[src/rtl/pde_pkg.sv]
`timescale 1ns / 1ps
// ----------------------------------------------------------------------------
// pde_pkg: shared types and character functions
// Queue entry layout, character codes and the percent-pair decoder used by
// the front and back parts of the percent decoder and escaper.
// ----------------------------------------------------------------------------
package pde_pkg;

  localparam int QDEPTH  = 4;
  localparam int QPTR_W  = $clog2(QDEPTH);
  localparam int QCNT_W  = $clog2(QDEPTH + 1);

  localparam logic [QPTR_W-1:0] QPTR_ONE  = QPTR_W'(1);
  localparam logic [QCNT_W-1:0] QCNT_ONE  = QCNT_W'(1);
  localparam logic [QCNT_W-1:0] QCNT_FULL = QCNT_W'(QDEPTH);

  localparam logic [7:0] CH_PERCENT   = 8'h25;
  localparam logic [7:0] CH_BACKSLASH = 8'h5C;
  localparam logic [7:0] CH_SQUOTE    = 8'h27;
  localparam logic [7:0] CH_DQUOTE    = 8'h22;
  localparam logic [7:0] CH_AMP       = 8'h26;
  localparam logic [7:0] CH_HASH      = 8'h23;
  localparam logic [7:0] CH_SEMI      = 8'h3B;
  localparam logic [7:0] CH_A         = 8'h61;
  localparam logic [7:0] CH_M         = 8'h6D;
  localparam logic [7:0] CH_P         = 8'h70;
  localparam logic [7:0] CH_SPACE     = 8'h20;
  localparam logic [7:0] CH_TAB       = 8'h09;
  localparam logic [7:0] CH_CR        = 8'h0D;
  localparam logic [7:0] CH_PLUS      = 8'h2B;
  localparam logic [7:0] CH_MINUS     = 8'h2D;
  localparam logic [7:0] CH_NUL       = 8'h00;

  // Escape sequence "&amp;" is five bytes, index 0..4.
  localparam logic [2:0] AMP_LAST = 3'd4;

  // Pending-percent codes.
  localparam logic [1:0] PEND_NONE = 2'd0;
  localparam logic [1:0] PEND_PCT  = 2'd1;
  localparam logic [1:0] PEND_ONE  = 2'd2;

  // One queued job: up to two characters to emit, plus the end-of-string mark.
  // valid1 implies valid0; no valid character with eos set means a bare marker.
  typedef struct packed {
    logic [7:0] char0;
    logic       valid0;
    logic [7:0] char1;
    logic       valid1;
    logic       eos;
  } job_t;

  typedef struct packed {
    logic full;
    logic empty;
  } q_status_t;

  // Hex digit value; bit 4 flags a valid digit.
  function automatic logic [4:0] hex_value(input logic [7:0] c);
    logic [4:0] r;
    r = 5'd0;
    if (c >= 8'h30 && c <= 8'h39)      r = {1'b1, 4'(c - 8'h30)};
    else if (c >= 8'h61 && c <= 8'h66) r = {1'b1, 4'(c - 8'h57)};
    else if (c >= 8'h41 && c <= 8'h46) r = {1'b1, 4'(c - 8'h37)};
    return r;
  endfunction

  function automatic logic is_space(input logic [7:0] c);
    return (c == CH_SPACE) || (c >= CH_TAB && c <= CH_CR);
  endfunction

  // Base-16 conversion of a two-character pair, cut to 8 bits.
  function automatic logic [7:0] decode_pair(input logic [7:0] c1, input logic [7:0] c2);
    logic [4:0] d1;
    logic [4:0] d2;
    logic [7:0] v;
    d1 = hex_value(c1);
    d2 = hex_value(c2);
    v  = 8'd0;
    if (d1[4]) begin
      v = d2[4] ? {d1[3:0], d2[3:0]} : {4'd0, d1[3:0]};
    end else if (is_space(c1) || c1 == CH_PLUS) begin
      v = d2[4] ? {4'd0, d2[3:0]} : 8'd0;
    end else if (c1 == CH_MINUS) begin
      v = d2[4] ? (8'd0 - {4'd0, d2[3:0]}) : 8'd0;
    end
    return v;
  endfunction

  function automatic logic is_escape(input logic [7:0] c);
    return (c == CH_BACKSLASH) || (c == CH_SQUOTE) || (c == CH_DQUOTE) ||
           (c == CH_AMP) || (c == CH_HASH) || (c == CH_SEMI);
  endfunction

  function automatic logic [7:0] amp_byte(input logic [2:0] idx);
    logic [7:0] r;
    case (idx)
      3'd0:    r = CH_AMP;
      3'd1:    r = CH_A;
      3'd2:    r = CH_M;
      3'd3:    r = CH_P;
      default: r = CH_SEMI;
    endcase
    return r;
  endfunction

endpackage

[src/rtl/pde_front.sv]
`timescale 1ns / 1ps
// ----------------------------------------------------------------------------
// pde_front: input classifier
// Tracks the pending percent and held character, decodes percent pairs and
// the stopped-output condition, and builds at most one job per input item.
// ----------------------------------------------------------------------------
module pde_front (
  input  logic              clk,
  input  logic              rst,
  input  logic              in_valid,
  input  logic [7:0]        in_byte,
  input  logic              in_last,
  output logic              in_ready,
  input  pde_pkg::q_status_t q_status,
  output logic              push,
  output pde_pkg::job_t     job
);

  logic [1:0] pend;
  logic [7:0] held;
  logic       stopped;

  logic [1:0] pend_next;
  logic [7:0] held_next;
  logic       stopped_next;
  logic [7:0] cand_a;
  logic [7:0] cand_b;
  logic       req_a;
  logic       req_b;
  logic       keep_a;
  logic       keep_b;
  logic       stop_a;
  logic       stop_b;
  logic       accept;

  assign in_ready = !q_status.full;
  assign accept   = in_valid && in_ready;

  always_comb begin
    pend_next = pend;
    held_next = held;
    cand_a    = in_byte;
    cand_b    = held;
    req_a     = 1'b0;
    req_b     = 1'b0;
    if (!stopped) begin
      case (pend)
        pde_pkg::PEND_NONE: begin
          if (in_byte == pde_pkg::CH_PERCENT) begin
            pend_next = pde_pkg::PEND_PCT;
          end else begin
            req_a = 1'b1;
          end
        end
        pde_pkg::PEND_PCT: begin
          held_next = in_byte;
          pend_next = pde_pkg::PEND_ONE;
        end
        default: begin
          cand_a    = pde_pkg::decode_pair(held, in_byte);
          req_a     = 1'b1;
          pend_next = pde_pkg::PEND_NONE;
          held_next = 8'd0;
        end
      endcase
    end
    // Short percent at end of string: flush as plain characters.
    if (in_last && pend_next == pde_pkg::PEND_PCT) begin
      cand_a = pde_pkg::CH_PERCENT;
      req_a  = 1'b1;
    end else if (in_last && pend_next == pde_pkg::PEND_ONE) begin
      cand_a = pde_pkg::CH_PERCENT;
      cand_b = held_next;
      req_a  = 1'b1;
      req_b  = 1'b1;
    end
  end

  // A zero character stops output for the rest of the string.
  always_comb begin
    stop_a = stopped || (req_a && cand_a == pde_pkg::CH_NUL);
    keep_a = req_a && !stop_a;
    stop_b = stop_a || (req_b && cand_b == pde_pkg::CH_NUL);
    keep_b = req_b && !stop_b;
    stopped_next = stop_b;
  end

  always_comb begin
    job.char0  = cand_a;
    job.valid0 = keep_a;
    job.char1  = cand_b;
    job.valid1 = keep_b;
    job.eos    = in_last;
  end

  assign push = accept && (keep_a || in_last);

  always_ff @(posedge clk) begin
    if (rst) begin
      pend    <= pde_pkg::PEND_NONE;
      held    <= 8'd0;
      stopped <= 1'b0;
    end else if (accept) begin
      if (in_last) begin
        pend    <= pde_pkg::PEND_NONE;
        held    <= 8'd0;
        stopped <= 1'b0;
      end else begin
        pend    <= pend_next;
        held    <= held_next;
        stopped <= stopped_next;
      end
    end
  end

endmodule

[src/rtl/pde_queue.sv]
`timescale 1ns / 1ps
// ----------------------------------------------------------------------------
// pde_queue: job queue
// Small FIFO of jobs between the classifier and the output sequencer.
// ----------------------------------------------------------------------------
module pde_queue (
  input  logic               clk,
  input  logic               rst,
  input  logic               push,
  input  pde_pkg::job_t      push_job,
  input  logic               pop,
  output pde_pkg::job_t      head,
  output pde_pkg::q_status_t status
);

  pde_pkg::job_t                  entries [pde_pkg::QDEPTH];
  logic [pde_pkg::QPTR_W-1:0]     wr_ptr;
  logic [pde_pkg::QPTR_W-1:0]     rd_ptr;
  logic [pde_pkg::QCNT_W-1:0]     count;

  assign status.full  = (count == pde_pkg::QCNT_FULL);
  assign status.empty = (count == '0);
  assign head         = entries[rd_ptr];

  always_ff @(posedge clk) begin
    if (push) begin
      entries[wr_ptr] <= push_job;
    end
  end

  always_ff @(posedge clk) begin
    if (rst) begin
      wr_ptr <= '0;
      rd_ptr <= '0;
      count  <= '0;
    end else begin
      if (push) wr_ptr <= wr_ptr + pde_pkg::QPTR_ONE;
      if (pop)  rd_ptr <= rd_ptr + pde_pkg::QPTR_ONE;
      case ({push, pop})
        2'b10:   count <= count + pde_pkg::QCNT_ONE;
        2'b01:   count <= count - pde_pkg::QCNT_ONE;
        default: count <= count;
      endcase
    end
  end

endmodule

[src/rtl/pde_back.sv]
`timescale 1ns / 1ps
// ----------------------------------------------------------------------------
// pde_back: output sequencer
// Walks the head job one output byte per cycle while out_ready is high,
// expanding escapes into "&amp;", and releases the job on its last byte.
// ----------------------------------------------------------------------------
module pde_back (
  input  logic               clk,
  input  logic               rst,
  input  pde_pkg::job_t      head,
  input  pde_pkg::q_status_t q_status,
  output logic               pop,
  output logic               out_valid,
  input  logic               out_ready,
  output logic [7:0]         out_byte,
  output logic               byte_valid,
  output logic               end_of_string,
  output logic               last_in_run
);

  logic       sel;
  logic [2:0] idx;

  logic [7:0] ch;
  logic       esc;
  logic       unit_end;
  logic       job_end;
  logic       take;

  assign out_valid = !q_status.empty;
  assign take      = out_valid && out_ready;

  always_comb begin
    ch       = sel ? head.char1 : head.char0;
    esc      = head.valid0 && pde_pkg::is_escape(ch);
    unit_end = !esc || (idx == pde_pkg::AMP_LAST);
    job_end  = unit_end && (sel || !head.valid1);
    if (!head.valid0)  out_byte = pde_pkg::CH_NUL;
    else if (esc)      out_byte = pde_pkg::amp_byte(idx);
    else               out_byte = ch;
    byte_valid    = head.valid0;
    last_in_run   = job_end;
    end_of_string = job_end && head.eos;
  end

  assign pop = take && job_end;

  always_ff @(posedge clk) begin
    if (rst) begin
      sel <= 1'b0;
      idx <= 3'd0;
    end else if (take) begin
      if (job_end) begin
        sel <= 1'b0;
        idx <= 3'd0;
      end else if (unit_end) begin
        sel <= 1'b1;
        idx <= 3'd0;
      end else begin
        idx <= idx + 3'd1;
      end
    end
  end

endmodule

[src/rtl/percent_decode_and_escape.sv]
`timescale 1ns / 1ps
// ----------------------------------------------------------------------------
// percent_decode_and_escape: streaming percent decoder and escaper
// Decodes percent pairs in a byte stream and escapes special characters
// as "&amp;", with one end-marked result closing every string.
// ----------------------------------------------------------------------------
//
//  Channel  Dir  Signals                          Contents
//  -------  ---  -------------------------------  ------------------------------
//  s        in   s_tvalid s_tready s_tdata s_tlast source byte, last byte of string
//  m        out  m_tvalid m_tready m_tdata m_tuser output byte, byte_valid,
//                m_tlast                          last_in_run, end_of_string
//
//  Flow: an input item is classified in the cycle it is accepted; its results
//  leave one byte per cycle while m_tready is high: a plain byte yields one output
//  byte, an escaped character five, and a string end with a flushed short percent
//  up to six. The output sequencer (one byte per cycle) sets the rate.
//  Reset: synchronous, active high; clears the pending percent, held character,
//  stopped flag and the job queue.
//  Stalls: a four-entry job queue separates input and output, so input keeps
//  flowing while an output item waits, until the queue fills.
// ----------------------------------------------------------------------------
module percent_decode_and_escape (
  input  logic       clk,
  input  logic       rst,
  input  logic       s_tvalid,
  output logic       s_tready,
  input  logic [7:0] s_tdata,   // [7:0] in_byte
  input  logic       s_tlast,   // last_byte
  output logic       m_tvalid,
  input  logic       m_tready,
  output logic [7:0] m_tdata,   // [7:0] out_byte
  output logic [1:0] m_tuser,   // [0] byte_valid, [1] last_in_run
  output logic       m_tlast    // end_of_string
);

  pde_pkg::job_t      push_job;
  pde_pkg::job_t      head;
  pde_pkg::q_status_t q_status;
  logic               push;
  logic               pop;
  logic               byte_valid;
  logic               last_in_run;

  // Classify each item and hold the percent state.
  pde_front u_front (
    .clk      (clk),
    .rst      (rst),
    .in_valid (s_tvalid),
    .in_byte  (s_tdata),
    .in_last  (s_tlast),
    .in_ready (s_tready),
    .q_status (q_status),
    .push     (push),
    .job      (push_job)
  );

  // Buffer jobs so either side can stall alone.
  pde_queue u_queue (
    .clk      (clk),
    .rst      (rst),
    .push     (push),
    .push_job (push_job),
    .pop      (pop),
    .head     (head),
    .status   (q_status)
  );

  // Expand the head job into output bytes.
  pde_back u_back (
    .clk           (clk),
    .rst           (rst),
    .head          (head),
    .q_status      (q_status),
    .pop           (pop),
    .out_valid     (m_tvalid),
    .out_ready     (m_tready),
    .out_byte      (m_tdata),
    .byte_valid    (byte_valid),
    .end_of_string (m_tlast),
    .last_in_run   (last_in_run)
  );

  assign m_tuser = {last_in_run, byte_valid};

  // End of string always closes the run of its item.
  a_eos_closes_run: assert property (@(posedge clk) disable iff (rst)
    (m_tvalid && m_tlast) |-> m_tuser[1])
    else $error("end of string without last_in_run");

  // A bare marker appears only as the end of a string and carries zero.
  a_bare_marker: assert property (@(posedge clk) disable iff (rst)
    (m_tvalid && !m_tuser[0]) |-> (m_tlast && m_tdata == 8'h00))
    else $error("bare marker outside string end");

  // Every ampersand starts an escape, so an 'a' follows it.
  a_amp_sequence: assert property (@(posedge clk) disable iff (rst)
    (m_tvalid && m_tready && m_tuser[0] && m_tdata == pde_pkg::CH_AMP)
      |=> (m_tvalid && m_tdata == pde_pkg::CH_A))
    else $error("escape sequence broken");

  // No item is taken while the queue is full.
  a_no_push_full: assert property (@(posedge clk) disable iff (rst)
    q_status.full |-> !s_tready)
    else $error("input accepted into full queue");

endmodule
[config.mk]
export PLATFORM = sky130hd
export DESIGN_NAME = percent_decode_and_escape
export DESIGN_NICKNAME = d
export VERILOG_FILES = /design/src/rtl/pde_pkg.sv /design/src/rtl/pde_front.sv /design/src/rtl/pde_queue.sv /design/src/rtl/pde_back.sv /design/src/rtl/percent_decode_and_escape.sv
export SDC_FILE = /design/constraint.sdc
export NUM_CORES = 1
export LEC_CHECK = 0
export BUFFER_PORTS_ARGS = -buffer_cell sky130_fd_sc_hd__buf_4
export CAP_MARGIN = 5
export CELL_PAD_IN_SITES_DETAIL_PLACEMENT = 1
export CELL_PAD_IN_SITES_GLOBAL_PLACEMENT = 2
export CORE_UTILIZATION = 30
export DETAILED_ROUTE_END_ITERATION = 10
export PLACE_DENSITY_LB_ADDON = 0.1
export SLEW_MARGIN = 20
export SYNTH_ARGS = -nofsm -noshare
export SYNTH_HDL_FRONTEND = slang
export SYNTH_HIERARCHICAL = 1
export SYNTH_SLANG_ARGS = --single-unit
[constraint.sdc]
create_clock -name clk -period 7.8 [get_ports clk]
set_input_delay 2.34 -clock clk [delete_from_list [all_inputs] [get_ports clk]]
set_output_delay 2.34 -clock clk [all_outputs]
set_load 0.02 [all_outputs]
==> results.yml, run 1 <==
clock_tree:
  cts_buffer_depth: 2
  cts_max_level: 3
  cts_root_buf: "clkbuf_16"
  post_cts_buffers: 0
  ctsResizeCount: 0
  cts.sinks: 100
  postCtsHoldBufs: 0
  worstSkewPairLatency_ns: 0.35
  cts.reportedPaths.clkPinSlew_ns: 0.07
  cts_made_buffers: 9
  tritoncts: "built"
timing:
  rsz0062_at_grt: "false"
  relSlewSlack_pct: 36.09
  hold_viol_final: 0
  fmax_ghz: 0.1490
  finalSetupTns_ns: 0
  tightest_slew_ns: 0.9574
  post-route-period-util_pct: 86.07
  fin_skew_ns: 0.007340
  slew_violations: 0
  finalCriticalPeriod_ns: 6.714
  setup_violations: 0
detailed_routing:
  vias_per_cell: 5.361
  firstDrtPassIters: 7
  top_layer: "met4"
  wl_met2_mm: 7.392
  drcViolationCount: 6
  drtAntennaViolNets: 0
  vias: 3860
  post_drt_wl_per_cell_um: 20.09
  wl_met1_mm: 6.667
  wl_met3_um: 314
  drt_iter0_markers: 127
  finalWirelength_mm: 14.47
power_and_ir_drop:
  seq_power_share_pct: 41.4
  switchingPower_mw: 0.5402
  combinationalPowerShare_pct: 31.5
  pwr-share-clk_pct: 27.2
  p_sw_share_pct: 32.53
  peakVddDrop_v: 0.00009387
  power_density_nw_per_um2: 266.1
  leakagePower_nw: 2.105
  intPower_mw: 1.121
synthesis:
  synthTopCellsByCount: "76 x edfxtp_1, 44 x nor2_1, 26 x inv_1"
  syn_inst: 470
  synth-seq-cells: 100
  synth_area_leaders: "edfxtp_1 41%, dfxtp_1 8.6%, mux4_1 4.2%, ha_1 4.0%, mux4_2 4.0%"
  yosys.area.top_type_share_pct: 40.93
  syn-cell-area_um2: 5575
  synth_top_area_cell: "edfxtp_1"
  synth-async-reset-ratio_pct: 0
  synth_nets: 502
  yosysWarnings: 6
  synth_edf_count: 76
  syn_avg_cell_area_um2: 11.86
  synth_ff_type: "edfxtp_1"
  synth-seq-area-share_pct: 49.55
  yosysMostFrequentCell: "edfxtp_1"
  yosysUniqueCellTypes: 78
critical_path:
  worst_path_most_repeated_cell: "inv_1"
  crit_chain: "buf_4, inv_1, ha_1, or3b_1, nand4_1, o21ai_0, inv_1, ha_1, inv_1, a31oi_1, nand4_1, a21oi_1, a21oi_1, nor4_1, and3_4, o41ai_2, inv_1, ha_1, inv_1, fa_1, xor2_1, or3_1, a21oi_1"
  cp-end-kind: "register"
  cpPeakStageDelay_ns: 0.39
  cp_num_buf_inv: 6
  reg2regPathDepth: 13
  crit_type: "input pin to register"
  worst_r2r_endpoint: "u_queue/count[2]$_SDFFE_PP0P_"
  crit_family: "simple AND/OR/NAND/NOR gates"
  crit_arrival_ns: 6.99
  rrSetupSlack_ns: 3.08
  slowest_stage: "or3b_1"
  cp_max_fo: 7
  cp-startpoint: "s_tdata[1]"
  start_kind: "input pin"
  worst_ep_required_time_ns: 8.08
global_route:
  grt_overflow: 0
  track_usage_pct: 15.93
  grt_pass1_vias: 4071
  grt_pass1_wl_mm: 23.07
  antenna_found_initial: 0
  grt_max_degree: 25
final_layout:
  nets: 518
  seqCellArea_um2: 2763
  syn_to_final_growth_pct: 11.94
  nFillCells: 1976
  n_antenna_cell: 0
  multi_input_area_um2: 2562
  post-route-util_pct: 34.51
  post_route_cells_drive_above_1_share_pct: 17.11
die:
  ios: 26
  core_area_um2: 18090
  initial_core_util_pct: 30.83
  dieHeight_um: 138.3
  die_area_um2: 19130
  die_x_um: 138.3
  row_count: 49
worst_hold_path:
  min_to: "u_back/idx[1]$_SDFFE_PP0P_"
  holdPathStages: 2
  hp-class: "register to register"
  hold_start: "u_back/idx[1]$_SDFFE_PP0P_"
run_status:
  violations: "DRC"
  status: "complete, but fails checks"
job:
  maxCapViolCount: 0
placed_design:
  dp.final_hpwl_mm: 10.70
  gp_congestion: 0.8190
  port_buffers: 25
-- cells by family (layout without fill, tap and decap cells) --
logic type,Yosys count,after routing,share of synthesized area [%]
and+or+nand+nor,148,148,15.10
AOI/OAI and AO/OA,109,109,14.03
DFF,100,100,49.55
buffers and inverters,52,73,4.488
muxes,36,36,11.49
adders and majority gates,19,19,4.399
xor gates and xnor gates,6,6,0.9425
-- layout make-up --
type                            instances  share of cell area, %
Clock buffer                            9                  3.609
Sequential cell                       100                  44.27
Clock inverter                          7                  1.183
Multi-Input combinational cell        318                  41.06
Tap cell                              229                  4.591
Timing Repair Buffer                   31                  3.729
Inverter                               26                  1.564
-- registers in the layout (all words and copies together) (netlist names), named ones only --
| name | flops |
|---|---|
| u_back/idx | 3 |
| u_back/sel | 1 |
| u_front/held | 8 |
| u_front/pend | 2 |
| u_front/stopped | 1 |
| u_queue/count | 3 |
| u_queue/entries | 76 |
| u_queue/rd_ptr | 2 |
| u_queue/wr_ptr | 2 |
-- power groups by stage --
stage          clock network (mW)  logic, mW  registers (mW)
6_report                    0.451      0.522           0.687
5_1_grt                     0.486      0.572           0.697
4_1_cts                     0.467      0.535           0.691
3_5_place_dp                    0      0.534           0.703
3_3_place_gp                    0      0.530           0.697
2_1_floorplan                   0      0.397           0.668
-- worst max-delay path by stage --
stage,end,slack (ns),cells past startpoint
2_1_floorplan,u_queue/count[2]$_SDFFE_PP0P_,1.64,22
3_3_place_gp,u_queue/count[2]$_SDFFE_PP0P_,1.01,23
3_5_place_dp,u_queue/count[2]$_SDFFE_PP0P_,0.79,23
4_1_cts,u_queue/count[2]$_SDFFE_PP0P_,1.15,23
5_1_grt,u_queue/count[2]$_SDFFE_PP0P_,0.85,23
6_report,u_queue/count[2]$_SDFFE_PP0P_,1.09,23
-- cell usage in the layout (no fill, tap or decap), types with 4 or more instances in the layout --
| master | instances |
|---|---|
| a31oi_1 | 5 |
| nor3_1 | 14 |
| a21oi_1 | 21 |
| o21ai_0 | 19 |
| xor2_1 | 4 |
| a211oi_1 | 12 |
| mux4_2 | 10 |
| ha_1 | 18 |
| nand4_1 | 8 |
| nand3_1 | 4 |
| mux4_1 | 9 |
| inv_1 | 26 |
| edfxtp_1 | 76 |
| clkbuf_16 | 9 |
| nor2b_1 | 9 |
| and2_1 | 8 |
| mux2i_1 | 10 |
| nor4_1 | 5 |
| nor2_1 | 44 |
| a22oi_1 | 8 |
| dfxtp_1 | 24 |
| nand2_1 | 22 |
| buf_4 | 31 |
| o211ai_1 | 8 |
| mux2_2 | 7 |
-- worst register-to-register path, stage by stage, from the launching register on --
cell	delay, ns
dfxtp_1	0.84
buf_4	0.32
mux4_2	0.58
o211ai_1	0.20
o21ai_1	0.11
a31oi_1	0.45
nor2_1	0.20
a211oi_1	0.61
ha_1	0.31
inv_1	0.06
fa_1	0.37
xor2_1	0.16
or3_1	0.31
a21oi_1	0.14
-- metal layers --
metal	vias to the layer above	GRT usage, %
li1	1844	-
met1	1960	19.90
met2	51	28.35
met3	5	2.875
met4	0	3.903
met5	-	0
-- through the flow --
step / cells / hold slack, ns / power (mW) / setup WS, ns / area, µm²
floorplan: 470 / 0.4631 / 1.066 / 1.643 / 5575
global placement: 704 / 0.4914 / 1.228 / 1.009 / 5942
detailed placement: 704 / 0.4997 / 1.236 / 0.7854 / 5942
CTS: 720 / 0.5092 / 1.694 / 1.150 / 6241
global route: 720 / 0.5412 / 1.756 / 0.8476 / 6241
finish: 720 / 0.5034 / 1.661 / 1.086 / 6241
(Power assumes the default switching activity.)
==> run 2, diff against run 1 <==
--- a/config.mk
+++ b/config.mk
@@ -9,9 +9,9 @@
 export CAP_MARGIN = 5
 export CELL_PAD_IN_SITES_DETAIL_PLACEMENT = 1
 export CELL_PAD_IN_SITES_GLOBAL_PLACEMENT = 2
-export CORE_UTILIZATION = 30
+export CORE_UTILIZATION = 43
 export DETAILED_ROUTE_END_ITERATION = 10
-export PLACE_DENSITY_LB_ADDON = 0.1
+export PLACE_DENSITY = 0.92
 export SLEW_MARGIN = 20
 export SYNTH_ARGS = -nofsm -noshare
 export SYNTH_HDL_FRONTEND = slang
==> run 2 against run 1 <==
Compared with the run above: the run now ends clean; worst hold slack improved by 0.011 ns; critical path depth did not move; core utilization rose by 14 points; via count rose by 1.7%; first-iteration DRC count rose by 78%; critical path type unchanged; combinational power barely moved; register-to-register slack barely moved; critical endpoint unchanged; non-clock buffer count fell by 1; global-route usage rose by 6.3 points; fmax rose by 1.0%.
==> results.yml, run 2 (same netlist as run 1, synthesis figures left out) <==
detailed_routing:
  vias: 3927
  drt_iter0_markers: 226
  post_drt_wl_per_cell_um: 21.00
  vias_per_cell: 5.932
  finalWirelength_mm: 13.90
  drcViolationCount: 0
  drtAntennaViolNets: 0
  firstDrtPassIters: 4
critical_path:
  cp-end-kind: "register"
  crit_arrival_ns: 6.92
  crit_type: "input pin to register"
  cp_max_fo: 7
  worst_ep_required_time_ns: 8.08
  crit_chain: "buf_4, inv_1, ha_1, or3b_1, nand4_1, o21ai_0, inv_1, ha_1, inv_1, a31oi_1, nand4_1, a21oi_1, a21oi_1, nor4_1, and3_4, o41ai_2, inv_1, ha_1, inv_1, fa_1, xor2_1, or3_1, a21oi_1"
  cpPeakStageDelay_ns: 0.40
  start_kind: "input pin"
  rrSetupSlack_ns: 3.07
  worst_path_most_repeated_cell: "inv_1"
  slowest_stage: "or3b_1"
  reg2regPathDepth: 13
clock_tree:
  cts_max_level: 3
  postCtsHoldBufs: 0
  ctsResizeCount: 0
  cts_buffer_depth: 2
  worstSkewPairLatency_ns: 0.34
  post_cts_buffers: 0
  cts.reportedPaths.clkPinSlew_ns: 0.07
  cts.sinks: 100
  cts_root_buf: "clkbuf_16"
  tritoncts: "built"
  cts_made_buffers: 9
placed_design:
  port_buffers: 25
  dp.final_hpwl_mm: 10.38
  gp_congestion: 0.8226
  placed_area_um2: 5863
final_layout:
  nFillCells: 1360
  reg.largest.list: "u_queue/entries x76, u_front/held x8"
  post_route_cells_drive_above_1_share_pct: 17.14
  final_cell_mix: "76 x edfxtp_1, 44 x nor2_1, 30 x buf_4"
  n_antenna_cell: 0
  largest_reg_flops: 76
  syn_to_final_growth_pct: 10.21
  largest-register: "u_queue/entries"
  nets: 517
  design_area_um2: 6145
  final_common_cell: "edfxtp_1"
global_route:
  grt.met3_usage_pct: 3.556
  grt_pass1_wl_mm: 22.07
  grt_max_degree: 25
  met1_usage_pct: 27.89
  grt_overflow: 0
  grt_pass1_vias: 4026
  track_usage_pct: 22.25
  grtUsageMet2_pct: 38.97
  antenna_found_initial: 0
  grt_busiest_layer: "met2"
timing:
  rsz0062_at_grt: "false"
  fmax_ghz: 0.1505
  relSlewSlack_pct: 40.03
  slew_violations: 0
  finalSetupTns_ns: 0
  tightest_slew_ns: 0.8984
  finalCriticalPeriod_ns: 6.644
  hold_viol_final: 0
  fin_skew_ns: 0.007445
  post-route-period-util_pct: 85.18
  whs_ns: 0.5139
  setup_violations: 0
job:
  maxCapViolCount: 0
die:
  ios: 26
  die_x_um: 115.9
  dieHeight_um: 115.9
  initial_core_util_pct: 44.18
  core_area_um2: 12620
  row_count: 41
  die_area_um2: 13430
power_and_ir_drop:
  peakVddDrop_v: 0.00009274
  leakagePower_nw: 2.095
  power_density_nw_per_um2: 265.7
worst_hold_path:
  holdPathStages: 2
  hp-class: "register to register"
run_status:
  status: "finished, final reports clean"
[run 2: cell types whose count changed in the layout (fill, tap and decap cells not counted), sizes merged]
cell / delta
clkinvlp: -1
bufinv: -1
clkbuf: +1
inv: +1
buf: -1
[run 2: path summary, 6_finish.rpt]
kind                              startpoint                             to
setup / recovery                  s_tdata[1]  u_queue/count[2]$_SDFFE_PP0P_
hold / removal    u_back/idx[0]$_SDFFE_PP0P_     u_back/idx[0]$_SDFFE_PP0P_
setup reg to reg                    register  u_queue/count[2]$_SDFFE_PP0P_
hold reg to reg   u_back/idx[0]$_SDFFE_PP0P_     u_back/idx[0]$_SDFFE_PP0P_
[run 2: cell type report]
class	count	area [µm²]	share of cell area [%]
Inverter	26	97.59	1.588
Tap cell	172	215.2	3.502
Sequential cell	100	2763	44.96
Multi-Input combinational cell	318	2562	41.70
Clock inverter	6	52.55	0.8552
Timing Repair Buffer	30	225.2	3.665
Clock buffer	10	229.0	3.726
[run 2: layer usage]
metal / wire length (µm) / up-vias / part of all wire (%)
li1: - / 1853 / -
met1: 6038 / 1985 / 43
met2: 7232 / 71 / 52
met3: 383 / 18 / 2.8
met4: 247 / 0 / 1.8
met5: 0 / - / 0
[run 2: power by group]
| part | total, mW | switching (mW) | internal [mW] | leakage [nW] |
|---|---|---|---|---|
| clock | 0.423 | 0.201 | 0.222 | 0.138 |
| combinational | 0.523 | 0.295 | 0.227 | 1.08 |
| sequential | 0.687 | 0.0447 | 0.643 | 0.872 |
[run 2: worst max-delay path: cells and delay by family]
family	cells	cell delay [ns]
AND/OR/NAND/NOR	6	1.66
AO/OA/AOI/OAI	6	1.20
adder cells (fa/ha/maj)	4	0.95
buffers and inverters	6	0.60
XOR/XNOR	1	0.16
[run 2: per-stage QoR]
stage / util [%] / power [mW] / setup slack, ns / std cells
CTS: 48.69 / 1.650 / 1.201 / 662
floorplan: - / 1.066 / 1.643 / 470
global route: 48.69 / 1.714 / 0.7096 / 662
finish: 48.69 / 1.633 / 1.156 / 662
detailed placement: 46.46 / 1.227 / 0.8421 / 646
global placement: 46.46 / 1.199 / 1.081 / 646
